## src/lpa_pkg.sv

```systemverilog
// Shared widths, constants, types and the divisor reciprocal table for the air-time estimator.
`timescale 1ns / 1ps

package lpa_pkg;

    // Register map, word index of each register
    localparam logic [1:0] REG_SF  = 2'd0;
    localparam logic [1:0] REG_BW  = 2'd1;
    localparam logic [1:0] REG_CR  = 2'd2;
    localparam logic [1:0] REG_PRE = 2'd3;

    // Reset values of the registers
    localparam logic [3:0]  SF_RESET  = 4'd7;
    localparam logic [18:0] BW_RESET  = 19'd250000;
    localparam logic [3:0]  CR_RESET  = 4'd5;
    localparam logic [15:0] PRE_RESET = 16'd16;

    // Limits applied to the programmed values
    localparam logic [3:0]  SF_MIN     = 4'd6;
    localparam logic [3:0]  SF_MAX     = 4'd12;
    localparam logic [3:0]  CR_MIN     = 4'd5;
    localparam logic [18:0] BW_DEFAULT = 19'd250000;

    // Widths of the datapath
    localparam int NUM_W   = 39;            // dividend: total * 1000 * 2^(sf-2)
    localparam int DEN_W   = 19;            // divisor: bandwidth in Hz
    localparam int OUT_W   = 38;            // result field
    localparam int RCP_W   = 15;            // reciprocal of the symbol-count divisor
    localparam int RCP_SH  = 16;            // reciprocal scale, 2^16
    localparam int DIV_STEPS = NUM_W;       // one quotient bit per divider stage

    typedef struct packed {
        logic             valid;
        logic [NUM_W-1:0] dividend;
    } t_div_req;

    typedef struct packed {
        logic             valid;
        logic [NUM_W-1:0] quotient;
    } t_div_rsp;

    // ceil(2^16 / m) for the symbol divisor m = sf - 2*de, which lies in 4..12
    function automatic logic [RCP_W-1:0] sym_recip(input logic [3:0] m);
        logic [RCP_W-1:0] r;
        case (m)
            4'd4:    r = 15'd16384;
            4'd5:    r = 15'd13108;
            4'd6:    r = 15'd10923;
            4'd7:    r = 15'd9363;
            4'd8:    r = 15'd8192;
            4'd9:    r = 15'd7282;
            4'd10:   r = 15'd6554;
            4'd11:   r = 15'd5958;
            4'd12:   r = 15'd5462;
            default: r = 15'd16384;
        endcase
        return r;
    endfunction

endpackage

```

## src/lpa_div.sv

```systemverilog
// Pipelined restoring divider: one quotient bit per stage, one request per cycle while i_en is high.
`timescale 1ns / 1ps

module lpa_div
    import lpa_pkg::*;
(
    input  logic             i_clk,
    input  logic             i_rst_n,
    input  logic             i_en,
    input  t_div_req         i_req,
    input  logic [DEN_W-1:0] i_divisor,
    output t_div_rsp         o_rsp
);

    logic             r_vld [DIV_STEPS];
    logic [DEN_W-1:0] r_rem [DIV_STEPS];
    logic [NUM_W-1:0] r_dq  [DIV_STEPS];

    logic             n_vld [DIV_STEPS];
    logic [DEN_W-1:0] n_rem [DIV_STEPS];
    logic [NUM_W-1:0] n_dq  [DIV_STEPS];

    // Each stage shifts in one dividend bit and subtracts the divisor when it fits
    always_comb begin
        logic             vin;
        logic [DEN_W-1:0] rin;
        logic [NUM_W-1:0] dqin;
        logic [DEN_W:0]   trial;
        logic [DEN_W:0]   diff;
        for (int s = 0; s < DIV_STEPS; s++) begin
            if (s == 0) begin
                vin  = i_req.valid;
                rin  = '0;
                dqin = i_req.dividend;
            end else begin
                vin  = r_vld[s-1];
                rin  = r_rem[s-1];
                dqin = r_dq[s-1];
            end
            trial = {rin, dqin[NUM_W-1]};
            diff  = trial - {1'b0, i_divisor};
            n_vld[s] = vin;
            if (trial >= {1'b0, i_divisor}) begin
                n_rem[s] = diff[DEN_W-1:0];
                n_dq[s]  = {dqin[NUM_W-2:0], 1'b1};
            end else begin
                n_rem[s] = trial[DEN_W-1:0];
                n_dq[s]  = {dqin[NUM_W-2:0], 1'b0};
            end
        end
    end

    // Advance valid bits
    always_ff @(posedge i_clk) begin
        if (!i_rst_n) begin
            for (int s = 0; s < DIV_STEPS; s++) begin
                r_vld[s] <= 1'b0;
            end
        end else if (i_en) begin
            for (int s = 0; s < DIV_STEPS; s++) begin
                r_vld[s] <= n_vld[s];
            end
        end
    end

    // Advance partial remainders and quotient bits
    always_ff @(posedge i_clk) begin
        if (i_en) begin
            for (int s = 0; s < DIV_STEPS; s++) begin
                r_rem[s] <= n_rem[s];
                r_dq[s]  <= n_dq[s];
            end
        end
    end

    assign o_rsp.valid    = r_vld[DIV_STEPS-1];
    assign o_rsp.quotient = r_dq[DIV_STEPS-1];

endmodule
```

## config.mk

```make
export PLATFORM = sky130hd
export DESIGN_NAME = lpa_div
export DESIGN_NICKNAME = d
export VERILOG_FILES = /design/src/lpa_pkg.sv /design/src/lpa_div.sv
export SDC_FILE = /design/constraint.sdc
export NUM_CORES = 2
export LEC_CHECK = 0
export BUFFER_PORTS_ARGS = -buffer_cell sky130_fd_sc_hd__buf_2
export CAP_MARGIN = 30
export CORE_ASPECT_RATIO = 1.25
export CORE_MARGIN = 2
export CORE_UTILIZATION = 29
export CTS_CLUSTER_SIZE = 16
export DETAILED_ROUTE_END_ITERATION = 12
export PLACE_DENSITY = 0.4
export SYNTH_ARGS = -nofsm -noshare
export SYNTH_HDL_FRONTEND = slang
export SYNTH_SLANG_ARGS = --single-unit
export TNS_END_PERCENT = 10
```

## constraint.sdc

```tcl
create_clock -name i_clk -period 5.9 [get_ports i_clk]
set_input_delay 1.18 -clock i_clk [delete_from_list [all_inputs] [get_ports i_clk]]
set_output_delay 1.18 -clock i_clk [all_outputs]
set_load 0.005 [all_outputs]
```

==> metrics.csv <==
metric,value,unit
min_period_over_period,74.1,%
hp-class,register to register,
power_density,541,nW/um^2
utilization,33.5,%
die_h,691,um
ctsRootBufferMaster,clkbuf_16,
combPwrFrac,38.7,%
overflow,0,
hold_viol,0,
grt_antenna_before_repair,8,
dr.pass1.iters,6,
syn_avg_cell_area,13.6,um^2
synth_fa_ha_area_share,8.95,%
power_switching_share,34.5,%
nFillCells,36900,
nets,9305,
path_max_fanout,29,
gp_congestion,0.829,
die-area,383000,um^2
yosys.area_share.simple,7.61,%
io-pin-count,102,
syn_inst,8082,
yosysUniqueCellTypes,82,
drc,0,
async_flop_share,0,%
placed_area,117000,um^2
worst_slew_pin_slew,0.938,ns
design_area,126000,um^2
postCtsResizedCells,0,
power.internal,0.0447,W
synth-compound-area-share,11.1,%
area_delta_synth_final,15.2,%
drive_gt1_share,12.8,%
cts_setup_buffers,0,
end_kind,register,
drtIter0Drc,4234,
cts_buffers,272,
synth_area,110000,um^2
synth_top_family_by_area,compound AO/OA/AOI/OAI gates,
die_w,554,um
ys.flop_type,edfxtp_1,
ctsHtreeMaxLevel,5,
row_count,252,
worstSkewPairLatency,0.90,ns
ys_seq_elements,2282,
synth_nets,8905,
cts_tree,yes,
maxSlewViolCount,0,
final-setup-viol-count,0,
cp.required,6.52,ns
synth.yosys.seq_area_share,62.6,%
wl,266000,um
finClkSkew,0.0373,ns
grt.total_usage,13.5,%
ant_nets,0,
grt_pass1_wl,403000,um
max-cap-violations,0,
synth_edf_count,2281,
leakagePower,46.6,nW
grt_max_degree,171,
crit_type,input pin to register,
synth_xor_area_share,4.21,%
io_buffers,101,
fin_setup_tns,0,ns
grt_pass1_vias,67100,
netSwitchingPower,0.0235,W
fmax,0.229,GHz
vias,65700,
seq_power_share,37.2,%
hold_buffers,0,
initial_utilization,29.1,%
yosysWarnings,0,
core-area,376000,um^2
place_hpwl,182000,um
slew_headroom,37.5,%
clockBufferDepth,4,
min_period,4.37,ns
crit_arrival,4.99,ns
ir_drop,0.220,mV
status,finished clean,
clock-sinks,2282,
path_clk_slew,0.06,ns
wl_per_cell,19.5,um
startpoint_type,input pin,
vias_per_cell,4.81,
synthMuxAreaShare,3.92,%
clock_power_share,24.2,%
rsz0062_at_grt,no,
power groups by stage:
stage / Sequential (W) / Combinational, W / Clock, W
finish: 0.0254 / 0.0264 / 0.0165
CTS: 0.0255 / 0.0266 / 0.0173
global placement: 0.0259 / 0.0261 / 0
detailed placement: 0.0258 / 0.0264 / 0
floorplan: 0.0243 / 0.0202 / 0
global route: 0.0257 / 0.0296 / 0.0179
sequential cells by signal (all words and copies together) (netlist names):
register  count
r_vld        39
r_dq       1521
r_rem       722
worst paths after layout:
path / from / to / slack [ns] / cells after the start
worst max-delay path: i_divisor[0] / r_rem[4][64]$_DFFE_PP_ / 1.53 / 13
worst min-delay path: r_dq[0][35]$_DFFE_PP_ / r_dq[0][75]$_DFFE_PP_ / 0.40 / 0
worst max register to register: r_dq[3][311]$_DFFE_PP_ / r_rem[4][16]$_DFFE_PP_ / 2.03 / 13
worst min register to register: r_dq[0][35]$_DFFE_PP_ / r_dq[0][75]$_DFFE_PP_ / 0.40 / 0
layout by cell type (no fill, tap or decap), drive strengths merged, types with 50 or more instances in the layout:
cell / instances
o21a: 109
buf: 301
nand2: 564
nand2b: 97
nor2b: 102
nand4: 97
ha: 724
nor2: 407
mux2: 336
clkbuf: 324
xor2: 197
mux2i: 51
a31oi: 74
clkinv: 122
and3: 69
xnor2: 330
nand3: 98
inv: 275
a21o: 221
o21bai: 50
a21oi: 512
a211oi: 52
o21ai: 542
edfxtp: 2281
nor3: 143
cells in the mapped netlist, drive strengths merged, types with 50 or more instances:
library cell	instances	area, um^2
mux2i	51	510
and3	69	432
xnor2	330	2890
nand2b	97	607
buf	64	417
a211oi	52	390
o21a	109	818
nand3	98	490
a31oi	74	463
nand4	97	607
nor2	407	1530
edfxtp	2281	68500
nand2	564	2120
a21oi	512	2560
o21ai	542	2710
mux2	336	3780
inv	268	1010
a21o	221	1660
o21bai	50	375
xor2	197	1730
clkbuf	111	418
nor3	143	716
ha	724	9060
nor2b	102	638
cell families after synthesis:
kind of cell               Yosys count
adders and majority gates          761
muxes                              387
AOI/OAI and AO/OA                 1929
and+or+nand+nor                   1753
xor gates and xnor gates           527
buffers and inverters              443
DFF                               2282
worst max-delay path, cell delays in order:
cell and delay, ns:
buf_4 0.57, ha_1 0.32, fa_1 0.24, nor2b_1 0.06
o21a_1 0.19, o21a_1 0.20, o31a_1 0.29, or2_2 0.34
o21ai_0 0.32, a31oi_1 0.16, a2111oi_2 0.35, buf_4 0.33
mux2_2 0.37
layer usage:
layer  up-vias  track usage [%]  share of wire [%]
met2      1124             24.6                 51
met1     32200             16.3                 42
met5         -                0             0.0053
li1      31800                -                  -
met3       449             1.89                3.5
met4         2             4.46                3.2
layout make-up:
cell class              instances  area [um^2]  area share, %
flip-flops and latches       2282        68500           54.3
multi-input cells            5357        39400           31.2
clock buffers                 324         7130           5.65
well taps                    4953         6200           4.91
repair buffers                301         2410           1.91
clock inverters               164         1570           1.24
inverters                     268         1010          0.804
diodes                          3         7.51        0.00595
metrics by stage:
stage	total power (W)	setup WS [ns]	hold slack, ns	instances
floorplan	0.0444	0.991	0.400	8082
global placement	0.0520	0.622	0.400	13200
detailed placement	0.0522	0.642	0.405	13200
CTS	0.0694	1.61	0.353	13600
global route	0.0732	1.40	0.383	13700
finish	0.0683	1.53	0.397	13700
No activity file was read; power rests on OpenSTA's default activity.
